===== src/rtl/canonical_huffman_bit_decoder_macros.svh =====
// Assertion macros shared by the decoder RTL.
`ifndef CANONICAL_HUFFMAN_BIT_DECODER_MACROS_SVH
`define CANONICAL_HUFFMAN_BIT_DECODER_MACROS_SVH

// Same-cycle implication, sampled on clk, off during reset.
`define CHBD_ASSERT_IMP(lbl, ante, cons) \
    lbl: assert property (@(posedge clk) disable iff (!rst_n) (ante) |-> (cons)) \
        else $error("chbd assertion failed");

// Next-cycle implication, sampled on clk, off during reset.
`define CHBD_ASSERT_NXT(lbl, ante, cons) \
    lbl: assert property (@(posedge clk) disable iff (!rst_n) (ante) |=> (cons)) \
        else $error("chbd assertion failed");

`endif


===== src/rtl/chbd_pkg.sv =====
// Types and constants for the canonical Huffman bit decoder.
`timescale 1ns / 1ps
`default_nettype none

package chbd_pkg;

    localparam int MAX_CODE_LENGTH = 16;
    localparam int SYMBOL_DEPTH    = 256;
    localparam int NUM_LENGTHS     = 16;

    localparam int LEN_AW  = $clog2(NUM_LENGTHS);
    localparam int LEN_W   = LEN_AW + 1;
    localparam int SYM_AW  = $clog2(SYMBOL_DEPTH);
    localparam int IDX_W   = 9;
    localparam int COUNT_W = 8;
    localparam int MINC_W  = 16;
    localparam int MAXC_W  = 17;
    localparam int BASE_W  = 9;
    localparam int TOTAL_W = BASE_W + 1;
    localparam int CODE_W  = NUM_LENGTHS + 2;
    localparam int POS_W   = MINC_W + 1;

    localparam logic [MAXC_W-1:0] NO_CODE = '1;

    localparam logic [1:0] OP_WRITE  = 2'd0;
    localparam logic [1:0] OP_FINISH = 2'd1;
    localparam logic [1:0] OP_DECODE = 2'd2;

    localparam logic [1:0] ST_MORE      = 2'd0;
    localparam logic [1:0] ST_FOUND     = 2'd1;
    localparam logic [1:0] ST_INVALID   = 2'd2;
    localparam logic [1:0] ST_TABLE_ERR = 2'd3;

    typedef struct packed {
        logic [1:0]       opcode;
        logic [IDX_W-1:0] table_index;
        logic [7:0]       table_byte;
        logic             code_bit;
    } in_item_t;

    typedef struct packed {
        logic [1:0] status;
        logic [7:0] symbol;
    } out_item_t;

    typedef struct packed {
        logic [COUNT_W-1:0] count;
        logic [MINC_W-1:0]  min_code;
        logic [MAXC_W-1:0]  max_code;
        logic [BASE_W-1:0]  sym_base;
    } len_entry_t;

    typedef struct packed {
        logic              en;
        logic [LEN_AW-1:0] addr;
        len_entry_t        data;
    } tbl_wr_t;

    typedef struct packed {
        logic              en;
        logic [SYM_AW-1:0] addr;
        logic [7:0]        data;
    } sym_wr_t;

endpackage

`default_nettype wire


===== src/rtl/chbd_tables.sv =====
// Per-length table memory with entry valid bits, and the symbol memory.
`timescale 1ns / 1ps
`default_nettype none

module chbd_tables (
    input  wire logic                        clk,
    input  wire logic                        rst_n,
    input  wire chbd_pkg::tbl_wr_t           tbl_wr,
    input  wire logic [chbd_pkg::LEN_AW-1:0] tbl_raddr,
    output chbd_pkg::len_entry_t             tbl_rdata,
    input  wire chbd_pkg::sym_wr_t           sym_wr,
    input  wire logic [chbd_pkg::SYM_AW-1:0] sym_raddr,
    output logic [7:0]                       sym_rdata
);
    import chbd_pkg::*;

    len_entry_t             tbl_mem [NUM_LENGTHS];
    logic [7:0]             sym_mem [SYMBOL_DEPTH];
    logic [NUM_LENGTHS-1:0] ent_valid_reg;
    len_entry_t             tbl_rd_reg;
    logic                   tbl_rd_valid_reg;
    logic [7:0]             sym_rd_reg;

    always_ff @(posedge clk or negedge rst_n)
    begin
        if (!rst_n)
        begin
            ent_valid_reg    <= '0;
            tbl_rd_valid_reg <= 1'b0;
        end
        else
        begin
            if (tbl_wr.en)
            begin
                ent_valid_reg[tbl_wr.addr] <= 1'b1;
            end
            tbl_rd_valid_reg <= ent_valid_reg[tbl_raddr];
        end
    end

    always_ff @(posedge clk)
    begin
        if (tbl_wr.en)
        begin
            tbl_mem[tbl_wr.addr] <= tbl_wr.data;
        end
        tbl_rd_reg <= tbl_mem[tbl_raddr];
    end

    always_ff @(posedge clk)
    begin
        if (sym_wr.en)
        begin
            sym_mem[sym_wr.addr] <= sym_wr.data;
        end
        sym_rd_reg <= sym_mem[sym_raddr];
    end

    // never-written entries read as the reset value
    assign tbl_rdata = tbl_rd_valid_reg ? tbl_rd_reg : '0;
    assign sym_rdata = sym_rd_reg;

endmodule

`default_nettype wire


===== src/rtl/canonical_huffman_bit_decoder.sv =====
// Top level of the canonical Huffman bit decoder.
`timescale 1ns / 1ps
`default_nettype none
`include "canonical_huffman_bit_decoder_macros.svh"

// Loads a JPEG-style table (16 length counts, then symbols in code order),
// builds it on a finish item and then decodes one code bit per item. Each
// decode item gives one result: more bits needed, symbol found, invalid code
// after 16 bits, or table error. Steps per item: a table write or no-op is
// taken while idle; a decode bit reads the per-length memory, then compares,
// then reads the symbol memory if the matched code is in the store; a finish
// item walks the per-length memory one length at a time from the first read
// and ends early at the first length that breaks the table. A result that
// cannot enter the output register holds the block in its current step.
module canonical_huffman_bit_decoder (
    input  wire logic                clk,
    input  wire logic                rst_n,
    input  wire logic                req_valid,
    output logic                     req_ready,
    input  wire chbd_pkg::in_item_t  req,
    output logic                     rsp_valid,
    input  wire logic                rsp_ready,
    output chbd_pkg::out_item_t      rsp
);
    import chbd_pkg::*;

    typedef enum logic [2:0] {
        S_IDLE,
        S_BUILD,
        S_LOOK,
        S_SYM,
        S_NOTAB
    } state_t;

    state_t              state_reg,  state_next;
    logic [MINC_W-1:0]   rc_reg,     rc_next;
    logic [LEN_W-1:0]    rl_reg,     rl_next;
    logic [LEN_AW-1:0]   idx_reg,    idx_next;
    logic [CODE_W-1:0]   code_reg,   code_next;
    logic [TOTAL_W-1:0]  total_reg,  total_next;
    logic [SYM_AW-1:0]   pos_reg,    pos_next;
    logic                table_valid_reg, table_valid_next;
    logic                out_valid_reg,   out_valid_next;
    out_item_t           out_item_reg,    out_item_next;

    tbl_wr_t             tbl_wr;
    logic [LEN_AW-1:0]   tbl_raddr;
    len_entry_t          tbl_rdata;
    sym_wr_t             sym_wr;
    logic [SYM_AW-1:0]   sym_raddr;
    logic [7:0]          sym_rdata;

    logic                out_free;
    logic                emit;
    out_item_t           emit_item;

    logic [COUNT_W-1:0]  cnt;
    logic [LEN_W-1:0]    blen;
    logic [CODE_W-1:0]   code_sum;
    logic [CODE_W-1:0]   limit;
    logic [TOTAL_W-1:0]  total_sum;
    logic                bfail;

    logic                match;
    logic [MINC_W-1:0]   diff;
    logic [POS_W-1:0]    pos;
    logic                in_store;
    logic [IDX_W-1:0]    sym_off;

    chbd_tables u_tables (
        .clk       (clk),
        .rst_n     (rst_n),
        .tbl_wr    (tbl_wr),
        .tbl_raddr (tbl_raddr),
        .tbl_rdata (tbl_rdata),
        .sym_wr    (sym_wr),
        .sym_raddr (sym_raddr),
        .sym_rdata (sym_rdata)
    );

    assign req_ready = (state_reg == S_IDLE);
    assign rsp_valid = out_valid_reg;
    assign rsp       = out_item_reg;
    assign out_free  = !out_valid_reg || rsp_ready;

    // build step datapath
    assign cnt       = tbl_rdata.count;
    assign blen      = {1'b0, idx_reg} + LEN_W'(1);
    assign code_sum  = code_reg + CODE_W'(cnt);
    assign limit     = CODE_W'(1) << blen;
    assign total_sum = total_reg + TOTAL_W'(cnt);
    assign bfail     = (cnt != '0) && ((blen > LEN_W'(MAX_CODE_LENGTH)) ||
                       (code_sum > limit) || (total_sum > TOTAL_W'(SYMBOL_DEPTH)));

    // decode compare datapath
    assign match    = (tbl_rdata.max_code != NO_CODE) &&
                      ({1'b0, rc_reg} <= tbl_rdata.max_code) &&
                      (rc_reg >= tbl_rdata.min_code);
    assign diff     = rc_reg - tbl_rdata.min_code;
    assign pos      = POS_W'(tbl_rdata.sym_base) + POS_W'(diff);
    assign in_store = pos < POS_W'(SYMBOL_DEPTH);
    assign sym_off  = req.table_index - IDX_W'(NUM_LENGTHS);

    always_comb
    begin
        state_next       = state_reg;
        rc_next          = rc_reg;
        rl_next          = rl_reg;
        idx_next         = idx_reg;
        code_next        = code_reg;
        total_next       = total_reg;
        pos_next         = pos_reg;
        table_valid_next = table_valid_reg;
        out_valid_next   = out_valid_reg && !rsp_ready;
        out_item_next    = out_item_reg;
        tbl_wr           = '0;
        sym_wr           = '0;
        tbl_raddr        = LEN_AW'(rl_reg - LEN_W'(1));
        sym_raddr        = pos_reg;
        emit             = 1'b0;
        emit_item        = '0;

        case (state_reg)
            S_IDLE:
            begin
                tbl_raddr = rl_reg[LEN_AW-1:0];
                if (req_valid)
                begin
                    case (req.opcode)
                        OP_WRITE:
                        begin
                            if (req.table_index < IDX_W'(NUM_LENGTHS))
                            begin
                                tbl_wr.en         = 1'b1;
                                tbl_wr.addr       = req.table_index[LEN_AW-1:0];
                                tbl_wr.data.count = req.table_byte;
                            end
                            else if (sym_off < IDX_W'(SYMBOL_DEPTH))
                            begin
                                sym_wr.en   = 1'b1;
                                sym_wr.addr = sym_off[SYM_AW-1:0];
                                sym_wr.data = req.table_byte;
                            end
                            table_valid_next = 1'b0;
                            rc_next          = '0;
                            rl_next          = '0;
                        end
                        OP_FINISH:
                        begin
                            tbl_raddr        = '0;
                            idx_next         = '0;
                            code_next        = '0;
                            total_next       = '0;
                            table_valid_next = 1'b0;
                            rc_next          = '0;
                            rl_next          = '0;
                            state_next       = S_BUILD;
                        end
                        OP_DECODE:
                        begin
                            if (!table_valid_reg)
                            begin
                                rc_next    = '0;
                                rl_next    = '0;
                                state_next = S_NOTAB;
                            end
                            else
                            begin
                                rc_next    = {rc_reg[MINC_W-2:0], req.code_bit};
                                rl_next    = rl_reg + LEN_W'(1);
                                state_next = S_LOOK;
                            end
                        end
                        default:
                        begin
                        end
                    endcase
                end
            end
            S_BUILD:
            begin
                tbl_raddr = idx_reg;
                if (bfail)
                begin
                    if (out_free)
                    begin
                        emit             = 1'b1;
                        emit_item.status = ST_TABLE_ERR;
                        state_next       = S_IDLE;
                    end
                end
                else
                begin
                    tbl_wr.en            = 1'b1;
                    tbl_wr.addr          = idx_reg;
                    tbl_wr.data.count    = cnt;
                    tbl_wr.data.min_code = code_reg[MINC_W-1:0];
                    tbl_wr.data.sym_base = total_reg[BASE_W-1:0];
                    if (cnt != '0)
                    begin
                        tbl_wr.data.max_code = MAXC_W'(code_sum - CODE_W'(1));
                        code_next            = code_sum << 1;
                        total_next           = total_sum;
                    end
                    else
                    begin
                        tbl_wr.data.max_code = NO_CODE;
                        code_next            = code_reg << 1;
                    end
                    if (idx_reg == LEN_AW'(NUM_LENGTHS - 1))
                    begin
                        table_valid_next = 1'b1;
                        state_next       = S_IDLE;
                    end
                    else
                    begin
                        idx_next  = idx_reg + LEN_AW'(1);
                        tbl_raddr = idx_reg + LEN_AW'(1);
                    end
                end
            end
            S_LOOK:
            begin
                if (match && in_store)
                begin
                    sym_raddr  = pos[SYM_AW-1:0];
                    pos_next   = pos[SYM_AW-1:0];
                    rc_next    = '0;
                    rl_next    = '0;
                    state_next = S_SYM;
                end
                else if (out_free)
                begin
                    emit       = 1'b1;
                    state_next = S_IDLE;
                    if (match)
                    begin
                        emit_item.status = ST_FOUND;
                        rc_next          = '0;
                        rl_next          = '0;
                    end
                    else if (rl_reg >= LEN_W'(MAX_CODE_LENGTH))
                    begin
                        emit_item.status = ST_INVALID;
                        rc_next          = '0;
                        rl_next          = '0;
                    end
                    else
                    begin
                        emit_item.status = ST_MORE;
                    end
                end
            end
            S_SYM:
            begin
                if (out_free)
                begin
                    emit             = 1'b1;
                    emit_item.status = ST_FOUND;
                    emit_item.symbol = sym_rdata;
                    state_next       = S_IDLE;
                end
            end
            S_NOTAB:
            begin
                if (out_free)
                begin
                    emit             = 1'b1;
                    emit_item.status = ST_TABLE_ERR;
                    state_next       = S_IDLE;
                end
            end
            default:
            begin
                state_next = S_IDLE;
            end
        endcase

        if (emit)
        begin
            out_valid_next = 1'b1;
            out_item_next  = emit_item;
        end
    end

    always_ff @(posedge clk or negedge rst_n)
    begin
        if (!rst_n)
        begin
            state_reg       <= S_IDLE;
            rc_reg          <= '0;
            rl_reg          <= '0;
            idx_reg         <= '0;
            code_reg        <= '0;
            total_reg       <= '0;
            pos_reg         <= '0;
            table_valid_reg <= 1'b0;
            out_valid_reg   <= 1'b0;
            out_item_reg    <= '0;
        end
        else
        begin
            state_reg       <= state_next;
            rc_reg          <= rc_next;
            rl_reg          <= rl_next;
            idx_reg         <= idx_next;
            code_reg        <= code_next;
            total_reg       <= total_next;
            pos_reg         <= pos_next;
            table_valid_reg <= table_valid_next;
            out_valid_reg   <= out_valid_next;
            out_item_reg    <= out_item_next;
        end
    end

    `CHBD_ASSERT_IMP(a_idle_len, state_reg == S_IDLE, rl_reg < LEN_W'(NUM_LENGTHS))
    `CHBD_ASSERT_IMP(a_sym_zero, rsp_valid && rsp.status != ST_FOUND, rsp.symbol == '0)
    `CHBD_ASSERT_IMP(a_valid_from_build, $rose(table_valid_reg), $past(state_reg == S_BUILD))
    `CHBD_ASSERT_NXT(a_restart,
        state_reg == S_LOOK && emit && emit_item.status != ST_MORE, rl_reg == '0)
    `CHBD_ASSERT_IMP(a_build_err, state_reg == S_BUILD && emit, emit_item.status == ST_TABLE_ERR)

endmodule

`default_nettype wire


===== config.mk =====
export PLATFORM = sky130hd
export DESIGN_NAME = canonical_huffman_bit_decoder
export DESIGN_NICKNAME = d
export VERILOG_FILES = /design/src/rtl/chbd_pkg.sv /design/src/rtl/chbd_tables.sv /design/src/rtl/canonical_huffman_bit_decoder.sv
export VERILOG_INCLUDE_DIRS = /design/src /design/src/rtl
export SDC_FILE = /design/constraint.sdc
export NUM_CORES = 2
export LEC_CHECK = 0
export BUFFER_PORTS_ARGS = -buffer_cell sky130_fd_sc_hd__buf_2
export CORE_MARGIN = 4
export CORE_UTILIZATION = 41
export CTS_CLUSTER_DIAMETER = 80
export CTS_CLUSTER_SIZE = 14
export DETAILED_ROUTE_END_ITERATION = 10
export HOLD_SLACK_MARGIN = 0.15
export PLACE_DENSITY = 0.65
export SLEW_MARGIN = 40
export SYNTH_ARGS = -nofsm -noshare
export SYNTH_HDL_FRONTEND = slang
export SYNTH_SLANG_ARGS = --single-unit

===== constraint.sdc =====
create_clock -name clk -period 7.6 [get_ports clk]
set_input_delay 0.38 -clock clk [delete_from_list [all_inputs] [get_ports clk]]
set_output_delay 0.38 -clock clk [all_outputs]
set_load 0.02 [all_outputs]

==> reports/results.txt <==
detailed router's first-iteration violation count: 11200
endpoint class of the critical path: flop
maximum count of clock buffers along a single path: 4
CTS root buffer: sky130_fd_sc_hd__clkbuf_16
longest individual stage delay on the worst path: 0.61 ns
area of combinational cells with multiple inputs: 30900 um^2
commonest cells in the synthesized netlist: sky130_fd_sc_hd__edfxtp_1 (2832), sky130_fd_sc_hd__nand2_1 (1708), sky130_fd_sc_hd__nand3_1 (687)
worst clock skew: 0.113 ns
final-report hold violation count: 0
core area: 294000 um^2
die extent in y: 552 um
Unique masters post-synth: 83
Max Transition Viols Final: 0
die boundary width: 552 um
post-synthesis compound-gate area fraction: 6.58%
adder and majority gate portion of the synthesized area: 0.933%
overall global routing resource usage: 22.4%
Yosys warning total: 0
setup slack of the worst register-to-register path: 0.24 ns
gate family responsible for the most delay along the worst path: compound AO/OA/AOI/OAI gates
unrepaired setup endpoints after global routing: false
instance count of the mapped netlist: 8757
critical path required time: 8.39 ns
post-layout min period: 7.36 ns
number of routed nets with antenna violations: 0
top cell type's share of synthesized area: 70.1%
Worst Path Buf+Inv: 4
number of nets in the final layout: 8923
Port Buffer Count: 35
clock slew at the register clock pins of the worst setup and hold paths: 0.08 ns
part of the Yosys area used for sequential elements: 73.0%
max-cap violations: 0
main area contributors after synthesis: sky130_fd_sc_hd__edfxtp_1 (70%), sky130_fd_sc_hd__nand2_1 (5.3%), sky130_fd_sc_hd__mux2i_1 (4.8%)
DRC Markers: 0
Setup CP Type: flop to flop
global-route wire length before repair: 507000 um
Final Wtd Congestion: 0.899
CP Launch Type: flop
Via density: 5.96
max reg flops: 2048
leakage: 45.8 nW
Clock Latency Late Sink: 0.94 ns
maximum number of pins on one net before global-route repair: 161
netlist area before placement: 121000 um^2
detailed-route wire length: 354000 um
fill cell total of the finished layout: 25400
Max stage delay cell, worst path: sky130_fd_sc_hd__nor3_1
share of synthesized registers carrying an async set or reset: 3.09%
total number of H-tree levels: 4
die area: 304000 um^2
most frequent cell after synthesis: sky130_fd_sc_hd__edfxtp_1
Worst Max-Slew Pin Slew: 1.00 ns
area added between synthesis and finish: 11.4%
Finished Layout Cells: 12900
final global-route overflow total: 0
via count: 76700
Hold WC Path Type: primary input to flop
Synth Net Count: 8869
worst-path fanout max: 41
half-perimeter wire length after placement: 212000 um
number of instances in the placed design: 12500
via count of the first global-routing pass: 72500
Worst slew margin: 33.2%
overall power after layout: 0.0404 W
I/O pin count: 36
depth of the worst register-to-register path: 26
WHS Path Cells: 2
commonest register cell after synthesis: sky130_fd_sc_hd__edfxtp_1
Max IR drop VDD: 0.478 mV
result of the run: finished, final reports clean
row cnt: 199
share of post-route cells with drive strength above 1: 8.99%
Placed Area: 128000 um^2
post-DR wirelength/cell: 27.5 um
number of clock buffers inserted by TritonCTS: 241
main combinational cell family by area after synthesis: simple AND/OR/NAND/NOR gates
Starting Density: 41.2%
Clock Sink Count: 2981
combined flip-flop and latch cell area: 88500 um^2
CTS tree: built
cell depth of the worst setup path: 26
PwrDens: 299 nW/um^2
crit path DAT: 8.14 ns
upper clock frequency limit: 136 MHz
number of synthesized flops with an enable pin: 2832
final period utilization: 96.8%
post-synthesis xor/xnor area fraction: 0.441%
total iterations of the first detailed-routing run: 7
top cell type by total area after synthesis: sky130_fd_sc_hd__edfxtp_1
post-synthesis mux area share: 4.91%
antenna violations before repair: 25
sum of negative setup slack: 0 ns
simple-gate area share of the yosys netlist: 12.0%
Setup violations, final: 0
register bit total from synthesis: 2981
average cell area after synthesis: 13.8 um^2
post-route cell area: 135000 um^2
[kinds of logic after synthesis]
family                   count (synthesis)
AND/OR/NAND/NOR                       3274
flip-flops                            2981
adder cells (fa/ha/maj)                 88
multiplexers                           592
XOR/XNOR                                61
buffers and inverters                  595
AO/OA/AOI/OAI                         1166
[report_power, final]
part	total (W)	switching, W	leakage, nW	internal (W)
Combinational	0.00982	0.00609	17.9	0.00373
Sequential	0.0191	0.000365	24.6	0.0187
Clock	0.0115	0.00558	3.22	0.00592
Total	0.0404	0.0120	45.8	0.0284
[layout by cell type, fill, tap and decap left out, types with 105 or more instances in the layout]
cell type                   Yosys  final
sky130_fd_sc_hd__edfxtp_1    2832   2832
sky130_fd_sc_hd__nand2_1     1708   1699
sky130_fd_sc_hd__nand3_1      687    683
sky130_fd_sc_hd__mux2i_1      583    578
sky130_fd_sc_hd__nor2_1       369    267
sky130_fd_sc_hd__clkbuf_16      0    246
sky130_fd_sc_hd__o211ai_1     211    211
sky130_fd_sc_hd__buf_4         20    211
sky130_fd_sc_hd__a21oi_1      207    204
sky130_fd_sc_hd__a31oi_1      156    156
sky130_fd_sc_hd__o21ai_0      127    124
sky130_fd_sc_hd__clkbuf_1     223    121
sky130_fd_sc_hd__a22oi_1      112    112
sky130_fd_sc_hd__and3_1       111    111
sky130_fd_sc_hd__nand2b_1     105    105
[cell type report]
class	count	area share, %
Antenna cell	13	0.0241
Clock buffer	365	4.86
Clock inverter	10	0.117
Inverter	48	0.162
Multi-Input combinational cell	5181	22.8
Sequential cell	2981	65.5
Tap cell	3919	3.63
Timing Repair Buffer	356	2.82
Timing Repair inverter	2	0.0130
[layer usage]
metal | GRT usage [%] | part of all wire [%]
met2 | 35.3 | 46
met3 | 4.49 | 10
met4 | 8.01 | 3.8
met5 | 0 | 0.021
met1 | 31.0 | 39
[metrics by stage]
step | worst slack, ns | hold slack [ns] | util, %
4_1_cts | 0.0158 | 0.156 | 45.8
2_1_floorplan | 0.00547 | 0.0844 | -
5_1_grt | 0.0128 | 0.181 | 45.9
3_3_place_gp | -0.643 | 0.448 | 43.3
6_report | 0.242 | 0.213 | 45.9
3_5_place_dp | -0.202 | 0.453 | 43.4
[worst paths after layout]
| kind | to | from |
|---|---|---|
| min in group asynchronous | rsp[6] | rst_n |
| max in group asynchronous | rc_reg[10] | rst_n |
| hold / removal | u_tables.sym_mem[156][3] | req[4] |
| setup / recovery | u_tables.sym_rdata[5] | u_tables.tbl_rd_valid_reg |
| hold reg to reg | u_tables.ent_valid_reg[14] | u_tables.ent_valid_reg[14] |
| setup reg to reg | u_tables.sym_rdata[5] | u_tables.tbl_rd_valid_reg |
[repair_timing]
action / in CTS / in global routing
gates cloned: 0 / 4
setup buffers: 0 / 8
pin swaps: 0 / 4
resized for setup: 3 / 20
hold buffers: 16 / 0
setup endpoints to repair: 3 / 784
endpoints found under the hold margin: 193 / 0
Note: power is estimated with default switching activity, not from simulation.
